File: src/design/u2g_pkg.sv
// Shared types, codes and constants of the UTF-8 to glyph mapper.
// Used by the cell modules and the top level; depends on nothing.
`default_nettype none

package u2g_pkg;

    // Default table depths.
    localparam int DEF_GLYPH_ENTRIES = 128;
    localparam int DEF_SUBST_ENTRIES = 32;

    // Input function codes.
    localparam logic [1:0] FUNC_TEXT     = 2'd0;
    localparam logic [1:0] FUNC_GLYPH_WR = 2'd1;
    localparam logic [1:0] FUNC_SUBST_WR = 2'd2;

    // Configuration register indexes.
    localparam logic [2:0] CFG_SYM_START    = 3'd0;
    localparam logic [2:0] CFG_LANG_START   = 3'd1;
    localparam logic [2:0] CFG_GE_GLYPH     = 3'd2;
    localparam logic [2:0] CFG_DEGREE_GLYPH = 3'd3;
    localparam logic [2:0] CFG_GLYPH_COUNT  = 3'd4;
    localparam logic [2:0] CFG_SUBST_COUNT  = 3'd5;

    // Configuration reset values.
    localparam logic [7:0] RST_SYM_START  = 8'd128;
    localparam logic [7:0] RST_LANG_START = 8'd160;

    // Special code points and glyphs.
    localparam logic [15:0] CP_GREATER_EQUAL = 16'h2265;
    localparam logic [15:0] CP_DEGREE        = 16'h00B0;
    localparam logic [7:0]  GLYPH_SPACE      = 8'h20;

    // UTF-8 lead byte masks and patterns.
    localparam logic [7:0] LEAD2_MASK = 8'hE0;
    localparam logic [7:0] LEAD2_PAT  = 8'hC0;
    localparam logic [7:0] LEAD3_MASK = 8'hF0;
    localparam logic [7:0] LEAD3_PAT  = 8'hE0;

    // Control states of the top level.
    typedef enum logic [2:0] {
        ST_IDLE,
        ST_MAP,
        ST_SUBST,
        ST_GLYPH,
        ST_EMIT
    } t_state;

    // Search token travelling down the substitution chain.
    typedef struct packed {
        logic        valid;
        logic        hit;
        logic [15:0] code;
        logic [15:0] repl;
    } t_sub_tok;

    // Search token travelling down the glyph chain.
    typedef struct packed {
        logic        valid;
        logic        hit;
        logic [15:0] code;
        logic [7:0]  idx;
    } t_gly_tok;

endpackage : u2g_pkg

`default_nettype wire

File: src/design/u2g_subst_cell.sv
// One cell of the substitution chain: holds one key/replacement pair.
// Depends on u2g_pkg for the token type.
`default_nettype none

module u2g_subst_cell #(
    parameter int INDEX = 0
) (
    input  wire logic              i_clk,
    input  wire logic              i_rst_n,
    input  wire logic              i_we,
    input  wire logic [6:0]        i_wr_index,
    input  wire logic [15:0]       i_wr_code,
    input  wire logic [15:0]       i_wr_repl,
    input  wire logic [5:0]        i_count,
    input  wire u2g_pkg::t_sub_tok i_tok,
    output u2g_pkg::t_sub_tok      o_tok
);

    logic [15:0]       r_key;
    logic [15:0]       r_value;
    u2g_pkg::t_sub_tok r_tok;
    u2g_pkg::t_sub_tok n_tok;
    logic              w_active;

    // The cell takes part in the search only while it lies below the pair count.
    assign w_active = (7'(INDEX) < {1'b0, i_count});

    always_comb begin
        n_tok = i_tok;
        if (i_tok.valid && !i_tok.hit && w_active && (r_key == i_tok.code)) begin
            n_tok.hit  = 1'b1;
            n_tok.repl = r_value;
        end
    end

    always_ff @(posedge i_clk) begin
        if (i_we && (i_wr_index == 7'(INDEX))) begin
            r_key   <= i_wr_code;
            r_value <= i_wr_repl;
        end
    end

    always_ff @(posedge i_clk) begin
        if (!i_rst_n) begin
            r_tok.valid <= 1'b0;
        end else begin
            r_tok <= n_tok;
        end
    end

    assign o_tok = r_tok;

endmodule : u2g_subst_cell

`default_nettype wire

File: config.mk
export PLATFORM = sky130hd
export DESIGN_NAME = u2g_subst_cell
export DESIGN_NICKNAME = d
export VERILOG_FILES = /design/src/design/u2g_pkg.sv /design/src/design/u2g_subst_cell.sv
export SDC_FILE = /design/constraint.sdc
export NUM_CORES = 1
export LEC_CHECK = 0
export BUFFER_PORTS_ARGS = -buffer_cell sky130_fd_sc_hd__clkbuf_2
export CORE_UTILIZATION = 41
export DETAILED_ROUTE_END_ITERATION = 10
export PLACE_DENSITY = 0.84
export SLEW_MARGIN = 20
export SYNTH_ARGS = -nofsm -noshare
export SYNTH_HDL_FRONTEND = slang
export SYNTH_SLANG_ARGS = --single-unit
File: constraint.sdc
create_clock -name i_clk -period 2 [get_ports i_clk]
set_clock_uncertainty 0.15 [all_clocks]
set_input_delay 0.4 -clock i_clk [delete_from_list [all_inputs] [get_ports i_clk]]
set_output_delay 0.4 -clock i_clk [all_outputs]
set_load 0.01 [all_outputs]
Word level (Yosys, flattened, before mapping)
Index checks and enable logic that the tools add are counted.

Bits in registers: 66. Output and inout bits: 34.

Mux-type cells: 1. Magnitude comparators: 1. Reduce and logical (&&, ||, !) cells: 6. Eq/ne operators: 1.

Operators by type and width (count): $eq A16 B16 Y1 (1); $mux W16 (1); $logic_not A7 Y1 (1); $lt A1 B6 Y1 const A (1); $logic_and A1 B1 Y1 (4); $logic_not A1 Y1 (1).

Depth between registers and ports, before layout
Depth in word-level cells: 5. Mapped depth: 7.

Least setup slack after synthesis
OpenSTA, ideal clock, no wires.

Path type: input port to flip-flop. From: in i_wr_index[1]. To: reg r_key[0], enable pin. Data arrival time: 1547 ps. Library setup time: 392 ps. Stages: 2. Buffers on the path: 0. Path slack: -89 ps. Cells stage by stage: nor4_1 -> and4b_1.

Word-level cells in the longest chain between the ends: 2.

RTL lines: from (decl) (line u2g_subst_cell.sv:11) `input wire logic [6:0] i_wr_index,`; $logic_not A7 Y1 (line u2g_subst_cell.sv:37) `if (i_we && (i_wr_index == 7'(INDEX))) begin`; $logic_and A1 B1 Y1 (line u2g_subst_cell.sv:37); to (signal assigned) (line u2g_subst_cell.sv:38) `r_key <= i_wr_code;`; to (decl) (line u2g_subst_cell.sv:19) `logic [15:0] r_key;`.

No other way between the ends. A chain may end at the register's enable or synchronous reset.

==> reports/metrics.yaml <==
synthesis:
  synth_ff_type: "edfxtp_1"
  synthArstFlopShare_pct: 0
  ys_types: 23
  synth_top_area_share_pct: 79.1
  synth_seq_cells: 66
  ys_seq_area_share_pct: 79.9
  syn_inst: 118
  synth_area_leaders: "edfxtp_1, mux2_4, xnor2_1, mux2_2, buf_12"
  ys_top_cells_by_count: "edfxtp_1, xnor2_1, mux2_4"
  synth_warnings: 0
  synth-edff-count: 65
  syn_nets: 200
  avgSynthCellArea_um2: 20.9
  syn_area_um2: 2470
  yosysTopAreaCell: "edfxtp_1"
  synth_most_common_cell: "edfxtp_1"
clock_tree:
  clock-root-buffer: "clkbuf_8"
  cts_made_buffers: 9
  clk_path_buf_depth: 2
  cts_setup_buffers: 0
  clk_pin_slew_ps: 80
  cts_tree: "yes"
  cts_sinks: 66
  cts_hold_buffers: 0
  htreeDepth: 3
  clock_latency_ps: 330
routing:
  drc_errors: 0
  avgRoutedWirePerCell_um: 14.9
  avgViaCountPerCell: 4.59
  drt_iter0_drc: 63
  via_count: 1497
  firstDrtPassIters: 4
  antenna_left: 0
  detail_route.wirelength_um: 4870
critical_path:
  cp_slowest_cell: "edfxtp_1"
  path_class: "reg -> reg"
  worstSetupStartpointType: "flop"
  cp-end-kind: "flop"
  crit_arrival_ps: 1970
  crit_path_cell_trace: "xnor2_1 -> nand4_1 -> nor3_2 -> and4_4 -> buf_8 -> mux2_2"
  slowest_delay_ps: 390
  cp_max_fo: 7
  critPathRequiredTime_ps: 1930
floorplanning:
  core_um2: 5640
  die_x_um: 79.6
  die_y_um: 79.6
  rows: 27
  dieArea_um2: 6340
  start_util_pct: 43.8
  ios: 116
global_route:
  globalRouteTotalUtil_pct: 16.7
  grt_pass1_wl_um: 7380
  grt_overflow_total: 0
  grt_max_degree: 33
  grt_pass1_vias: 1670
  grt_antenna_before_repair: 0
final_layout:
  layout.cells.non_filler: 326
  drive_above_1_share_pct: 62.6
  antenna_cells: 0
  fillers: 448
  num-nets-final: 331
  synthToLayoutAreaGrowth_pct: 39.1
status:
  violations: "setup timing"
  status: "finished, violations left"
timing:
  final_max_slew_viol_count: 0
  fmax_ghz: 0.491
  relSlewSlack_pct: 69.1
  hold_viol: 0
  timing.final.ws_setup_ps: -36.5
  worst_pin_slew_ps: 464
  fin_crit_ps: 2040
  hold_slack_ps: 84.7
  rsz0062_at_grt: "yes"
  setup_viol: 11
  fin_crit_sh_pct: 102
power:
  ir_worst_vdd_mv: 0.494
  power_density_nw_per_um2: 888
  leakagePower_nw: 1.41
placement:
  globalplace.congestion: 0.713
  port_buffers: 115
  dp_cells: 309
  dp_hpwl_um: 3650
hold_path:
  hold_class: "in -> reg"
run:
  maxCapViolCount: 0
layout by cell type, fill, tap and decap left out, drive strengths merged:
cell      Yosys  layout
clkbuf        0     124
nor3          1       1
and4          1       1
a21oi         1       1
nand4         2       2
bufinv        0       2
inv           2       3
dfxtp         1       1
clkinv        0       2
clkinvlp      0       2
mux2         16      16
nor2          2       2
xor2          1       1
o22ai         1       1
nor4          2       2
and4b         1       1
nand2b        1       1
and2          1       1
nand3         1       1
buf           2       7
edfxtp       65      65
a2111oi       1       1
nand2         2       2
or2           1       1
xnor2        13      13
repair_timing:
item / 4_1_cts / 5_1_grt
setup endpoints to repair: 16 / 16
gates resized for setup: 6 / 3
pin swaps: 2 / 2
gates cloned: 1 / 0
kinds of logic after synthesis:
family | count (synthesis) | share of synthesized area, %
buffers and inverters | 4 | 1.57
flip-flops | 66 | 79.9
XOR/XNOR | 14 | 4.97
AO/OA/AOI/OAI | 3 | 1.06
multiplexers | 16 | 8.67
AND/OR/NAND/NOR | 15 | 3.85
metrics by stage:
stage | total power, mW | TNS (ps) | utilization [%] | area, µm² | setup slack [ps]
5_1_grt | 3.16 | -1410 | 60.9 | 3430 | -109
2_1_floorplan | 1.70 | -41.2 | - | 2470 | -4.58
6_report | 3.05 | -296 | 60.9 | 3430 | -36.5
3_3_place_gp | 1.86 | -2170 | 56.3 | 3170 | -146
4_1_cts | 3.08 | -654 | 60.5 | 3410 | -65.5
3_5_place_dp | 1.87 | -2870 | 56.3 | 3170 | -207
registers in the layout (all words and copies together), names as in the netlist:
register	flops
o_tok	34
r_key	16
r_value	16
final timing paths:
kind | to | cells after the start | slack [ps] | start
hold reg to reg | o_tok[7]$_DFFE_PP_ | 1 | 400 | r_value[7]$_DFFE_PP_
setup reg to reg | o_tok[4]$_DFFE_PP_ | 6 | -40 | r_key[6]$_DFFE_PP_
hold / removal | r_key[0]$_DFFE_PP_ | 1 | 80 | i_wr_code[0]
setup / recovery | o_tok[4]$_DFFE_PP_ | 6 | -40 | r_key[6]$_DFFE_PP_
metal layers:
| metal | part of all wire (%) | routed length (µm) | global-route usage (%) |
|---|---|---|---|
| met3 | 5.9 | 285 | 5.26 |
| met4 | 2.9 | 142 | 9.82 |
| met2 | 55 | 2700 | 30.5 |
| met5 | 0 | 0 | 0 |
| met1 | 36 | 1740 | 16.3 |
layout make-up:
type	instances	area [µm²]	area share (%)
Sequential cell	66	1970	57.4
Timing Repair Buffer	122	664	19.4
Multi-Input combinational cell	48	483	14.1
Clock buffer	9	124	3.61
Clock inverter	7	92.6	2.70
Tap cell	72	90.1	2.62
Inverter	2	7.51	0.219
where the power goes:
group / switching, mW / leakage [nW] / internal [mW]
clock network: 0.515 / 0.103 / 0.699
logic: 0.107 / 0.692 / 0.129
registers: 0.0163 / 0.619 / 1.58
total: 0.639 / 1.41 / 2.41
critical path, delay by kind of cell, from the launching register on:
kind / cells / cell delay (ps)
flip-flops: 1 / 390
XOR/XNOR: 1 / 160
AND/OR/NAND/NOR: 3 / 610
multiplexers: 1 / 340
buffers and inverters: 1 / 130
(Power assumes the default switching activity.)
