[config.mk]
export PLATFORM = sky130hd
export DESIGN_NAME = u2g_glyph_cell
export DESIGN_NICKNAME = d
export VERILOG_FILES = /design/src/design/u2g_pkg.sv /design/src/design/u2g_glyph_cell.sv
export SDC_FILE = /design/constraint.sdc
export NUM_CORES = 1
export LEC_CHECK = 0
export BUFFER_PORTS_ARGS = -buffer_cell sky130_fd_sc_hd__buf_2
export CAP_MARGIN = 20
export CORE_UTILIZATION = 47
export DETAILED_ROUTE_END_ITERATION = 10
export GPL_ROUTABILITY_DRIVEN = 0
export PLACE_DENSITY = 0.91
export SLEW_MARGIN = 20
export SYNTH_ARGS = -nofsm -noshare
export SYNTH_HDL_FRONTEND = slang
export SYNTH_SLANG_ARGS = --single-unit
[constraint.sdc]
create_clock -name i_clk -period 2.9 [get_ports i_clk]
set_input_delay 0.29 -clock i_clk [delete_from_list [all_inputs] [get_ports i_clk]]
set_output_delay 0.29 -clock i_clk [all_outputs]
set_load 0.01 [all_outputs]
[src/design/u2g_pkg.sv]
// Shared types, codes and constants of the UTF-8 to glyph mapper.
// Used by the cell modules and the top level; depends on nothing.
`default_nettype none

package u2g_pkg;

    // Default table depths.
    localparam int DEF_GLYPH_ENTRIES = 128;
    localparam int DEF_SUBST_ENTRIES = 32;

    // Input function codes.
    localparam logic [1:0] FUNC_TEXT     = 2'd0;
    localparam logic [1:0] FUNC_GLYPH_WR = 2'd1;
    localparam logic [1:0] FUNC_SUBST_WR = 2'd2;

    // Configuration register indexes.
    localparam logic [2:0] CFG_SYM_START    = 3'd0;
    localparam logic [2:0] CFG_LANG_START   = 3'd1;
    localparam logic [2:0] CFG_GE_GLYPH     = 3'd2;
    localparam logic [2:0] CFG_DEGREE_GLYPH = 3'd3;
    localparam logic [2:0] CFG_GLYPH_COUNT  = 3'd4;
    localparam logic [2:0] CFG_SUBST_COUNT  = 3'd5;

    // Configuration reset values.
    localparam logic [7:0] RST_SYM_START  = 8'd128;
    localparam logic [7:0] RST_LANG_START = 8'd160;

    // Special code points and glyphs.
    localparam logic [15:0] CP_GREATER_EQUAL = 16'h2265;
    localparam logic [15:0] CP_DEGREE        = 16'h00B0;
    localparam logic [7:0]  GLYPH_SPACE      = 8'h20;

    // UTF-8 lead byte masks and patterns.
    localparam logic [7:0] LEAD2_MASK = 8'hE0;
    localparam logic [7:0] LEAD2_PAT  = 8'hC0;
    localparam logic [7:0] LEAD3_MASK = 8'hF0;
    localparam logic [7:0] LEAD3_PAT  = 8'hE0;

    // Control states of the top level.
    typedef enum logic [2:0] {
        ST_IDLE,
        ST_MAP,
        ST_SUBST,
        ST_GLYPH,
        ST_EMIT
    } t_state;

    // Search token travelling down the substitution chain.
    typedef struct packed {
        logic        valid;
        logic        hit;
        logic [15:0] code;
        logic [15:0] repl;
    } t_sub_tok;

    // Search token travelling down the glyph chain.
    typedef struct packed {
        logic        valid;
        logic        hit;
        logic [15:0] code;
        logic [7:0]  idx;
    } t_gly_tok;

endpackage : u2g_pkg

`default_nettype wire

[src/design/u2g_glyph_cell.sv]
// One cell of the glyph chain: holds one glyph table code point.
// Depends on u2g_pkg for the token type.
`default_nettype none

module u2g_glyph_cell #(
    parameter int INDEX = 0
) (
    input  wire logic              i_clk,
    input  wire logic              i_rst_n,
    input  wire logic              i_we,
    input  wire logic [6:0]        i_wr_index,
    input  wire logic [15:0]       i_wr_code,
    input  wire logic [7:0]        i_count,
    input  wire u2g_pkg::t_gly_tok i_tok,
    output u2g_pkg::t_gly_tok      o_tok
);

    logic [15:0]       r_code;
    u2g_pkg::t_gly_tok r_tok;
    u2g_pkg::t_gly_tok n_tok;
    logic              w_active;

    assign w_active = (9'(INDEX) < {1'b0, i_count});

    // First match wins: a token that already hit passes through untouched.
    always_comb begin
        n_tok = i_tok;
        if (i_tok.valid && !i_tok.hit && w_active && (r_code == i_tok.code)) begin
            n_tok.hit = 1'b1;
            n_tok.idx = 8'(INDEX);
        end
    end

    always_ff @(posedge i_clk) begin
        if (i_we && ({2'b00, i_wr_index} == 9'(INDEX))) begin
            r_code <= i_wr_code;
        end
    end

    always_ff @(posedge i_clk) begin
        if (!i_rst_n) begin
            r_tok.valid <= 1'b0;
        end else begin
            r_tok <= n_tok;
        end
    end

    assign o_tok = r_tok;

endmodule : u2g_glyph_cell

`default_nettype wire

* Yosys cells after proc, flatten, opt, wreduce, memory -nomap -nowiden
Cells that the tools add are included.
Cells by class: add/subtract/negate cells 0, $mul 0, divide/modulo/power cells 0, magnitude comparators 1, eq/ne operators 1, shift-type cells 0, multiplexer cells 0, bitwise gates (word level) 0, reduce and logical (&&, ||, !) cells 6
Operators with widths (count):
- 16-bit equality test | 1
- 1-bit by 8-bit < comparator with 1-bit output, first input constant | 1
- 7-bit zero test | 1
- 1-bit logical AND | 4
- 1-bit zero test | 1
Storage, ports and cells: flip-flop bits (word level) 42, latch bits 0, bits in writable memories 0, bits in read-only memories 0, output and inout bits 26, logic and storage cells 13, memories kept 0

* Logic depth before layout (Yosys ltp)
depth after elaboration 4, gate-level depth with buffers 4

* Least setup slack after synthesis
Ideal clock, no wire load.
kind reg2reg, start reg r_code[12], end reg r_tok (netlist bit o_tok[0]), data pin, library setup time 290 ps, data arrival time 1298 ps, required time 2610 ps, path slack 1312 ps, stages on the path, launching flop included 5, path buffers 0, period minus slack after synthesis 1588 ps, cell sequence edfxtp_1 -> xor2_1 -> a211o_1 -> nor4_4 -> a21boi_0
On the way: word-level cells in the longest chain between the ends 2
RTL lines:
- start: declaration | line u2g_glyph_cell.sv:18 | logic [15:0] r_code;
- start signal: assignment | line u2g_glyph_cell.sv:36 | r_code <= i_wr_code;
- 16-bit equality test | line u2g_glyph_cell.sv:28 | if (i_tok.valid && !i_tok.hit && w_active && (r_code == i_tok.code)) begin
- 1-bit logical AND | line u2g_glyph_cell.sv:28
- end signal: assignment | line u2g_glyph_cell.sv:44 | r_tok <= n_tok;
- end: declaration | line u2g_glyph_cell.sv:19 | u2g_pkg::t_gly_tok r_tok;
Every way passes these cells. A chain may end at the register's enable or synchronous reset.

* Worst setup path after layout
start reg r_code[12], end reg r_tok (netlist bit o_tok[2]), data pin
The elaborated chain is that of the path after synthesis.

==> results.py <==
metrics = {
    "run_status": {
        "status": "finished, final reports clean",
    },
    "logic_synthesis": {
        "synthesis.nets": 140,
        "syn_area_per_cell_um2": 19.47,
        "synth_cell_types": 15,
        "syn-cell-area_um2": 1558,
        "ys_ff_latch": 42,
        "synth_seq_area_share": 0.8032,
        "syn_inst": 80,
        "synth_warnings": 0,
    },
    "route": {
        "drt_wl_total_um": 2685,
        "vias": 1024,
        "drtAntennaViolNets": 0,
        "viasPerCell": 4.719,
        "dr.pass1.iters": 4,
        "drtIter0Drc": 34,
        "drc": 0,
        "avgRoutedWirePerCell_um": 12.37,
    },
    "clock_network": {
        "post_cts_buffers": 0,
        "cts-htree-levels": 2,
        "clkLatencyLatePin_ns": 0.34,
        "clock_path_buffers": 2,
        "ctsHoldBuffers": 0,
        "cts_made_buffers": 5,
        "cts_resized": 0,
        "clockRootBuffer": "clkbuf_4",
        "clk_pin_slew_ns": 0.11,
        "cts_tree": "built",
        "cts_sinks": 42,
    },
    "timing": {
        "finalSetupViolCount": 0,
        "setup-tns-final_ns": 0,
        "finalCriticalPeriod_ns": 1.810,
        "slew_headroom": 0.5180,
        "worst_clock_skew_ns": 0.003529,
        "rsz0062_at_grt": "false",
        "slew_viol_final": 0,
        "timing.final.crit_share": 0.6242,
        "worst_pin_slew_ns": 0.7225,
        "fmax_mhz": 552.5,
        "finalHoldViolCount": 0,
    },
    "power_and_ir_drop": {
        "ir_drop_mv": 0.4068,
        "switchingPower_uw": 235.6,
        "swShare": 0.2005,
        "power.total_uw": 1175,
        "pwr_density_cell_nw_per_um2": 555.9,
        "leakage_uw": 0.0008739,
        "combPwrFrac": 0.097,
        "p_seq_frac": 0.600,
        "clkPwrFrac": 0.304,
        "internal-power_uw": 939.3,
    },
    "placed_design": {
        "dp_hpwl_um": 2083,
        "port_buffers": 85,
    },
    "critical_path": {
        "crit_path_start_kind": "flop",
        "arrival_ns": 1.86,
        "crit_path_end_kind": "flop",
        "crit_required_ns": 2.95,
        "cp_max_fo": 9,
        "critPathKind": "flop to flop",
    },
    "die": {
        "coreArea_um2": 3103,
        "die_area_um2": 3549,
        "io_pins": 86,
        "rows": 20,
        "initial_core_util": 0.5020,
        "die_w_um": 59.57,
        "fp.dieH_um": 59.57,
    },
    "layout": {
        "mostFrequentLayoutCells": "buf_2 (85), edfxtp_1 (41), xnor2_1 (11)",
        "n_antenna_cell": 0,
        "final_common_cell": "buf_2",
        "drive_gt1_frac": 0.5318,
        "fin_nets": 232,
        "syn_to_final_growth_pct": 35.66,
        "utilization": 0.6810,
    },
    "grt": {
        "grt_overflow": 0,
        "antenna_found_initial": 0,
        "grt_pass1_wl_um": 4084,
        "grt_pass1_vias": 909,
        "grt_usage": 0.1678,
        "grt_start_max_net_pins": 27,
    },
    "job": {
        "drv_cap": 0,
    },
    "worst_hold_path": {
        "hp-class": "input port to flop",
    },
}
==> kinds of logic (layout without fill, tap and decap cells) <==
| logic type | count (synthesis) | count (layout) | share of synthesized area |
|---|---|---|---|
| AOI/OAI and AO/OA | 10 | 10 | 0.04900 |
| xor gates and xnor gates | 16 | 16 | 0.08996 |
| buffers and inverters | 0 | 93 | 0 |
| DFF | 42 | 42 | 0.8032 |
| and+or+nand+nor | 12 | 12 | 0.05783 |
==> worst paths after layout <==
check	endpoint	from	slack (ns)	cells past startpoint
max	o_tok[2]	r_code[12]	1.09	4
min	r_code[2]	i_wr_code[2]	0.11	1
max reg2reg	o_tok[2]	r_code[12]	1.09	4
min reg2reg	o_tok[3]	r_code[4]	0.86	4
==> Yosys cell counts <==
| library cell | count | area, um^2 |
|---|---|---|
| and4b_1 | 1 | 10.01 |
| edfxtp_1 | 41 | 1231 |
| a211o_1 | 1 | 8.760 |
| nor2b_1 | 1 | 6.260 |
| xor2_1 | 5 | 43.79 |
| nor4_4 | 1 | 21.27 |
| a21o_1 | 1 | 7.510 |
| nand4_1 | 3 | 18.77 |
| xnor2_1 | 11 | 96.34 |
| a21boi_0 | 8 | 60.06 |
| nor3_1 | 1 | 5.000 |
| dfxtp_1 | 1 | 20.02 |
| and2_1 | 1 | 6.260 |
| nor2_1 | 1 | 3.750 |
| nor4_1 | 3 | 18.77 |
==> registers in the layout, indices dropped and copies added, names as in the netlist <==
| signal | flops |
|---|---|
| r_code | 16 |
| o_tok | 26 |
==> stage by stage <==
step / cells / cell area, um^2 / setup WS (ns) / hold slack [ns]
floorplan: 80 / 1558 / 1.312 / 0.3889
global placement: 209 / 2038 / 1.165 / 0.4666
detailed placement: 209 / 2038 / 1.083 / 0.4681
CTS: 217 / 2113 / 1.095 / 0.1009
global route: 217 / 2113 / 0.9672 / 0.08566
finish: 217 / 2113 / 1.090 / 0.1145
==> final cells by class <==
type                            count  area (um^2)
Fill cell                         240        989.7
Sequential cell                    42         1251
Clock buffer                        7        45.04
Tap cell                           44        55.05
Timing Repair Buffer               85        425.4
Multi-Input combinational cell     38        306.5
Clock inverter                      1        30.03
==> routing by layer <==
layer / track usage / up-vias / wire length (um)
met4: 0.04983 / 0 / 42
met3: 0.06769 / 6 / 283
met2: 0.2905 / 71 / 1341
met5: 0 / - / 0
met1: 0.1905 / 450 / 1018
li1: - / 497 / -
==> worst max-delay path: stages, from the launching register on <==
cell and delay [ns]:
edfxtp_1 0.40, xor2_1 0.15, a211o_1 0.30, nor4_4 0.48
a21boi_0 0.19
==> power groups by stage <==
stage	sequential (uW)	clock [uW]	combinational (uW)
after floorplan	736	0	18.9
after detailed placement	719	0	115
after global placement	718	0	111
after global routing	707	393	125
final	704	357	114
after CTS	705	367	115
No activity file was read; power rests on OpenSTA's default activity.
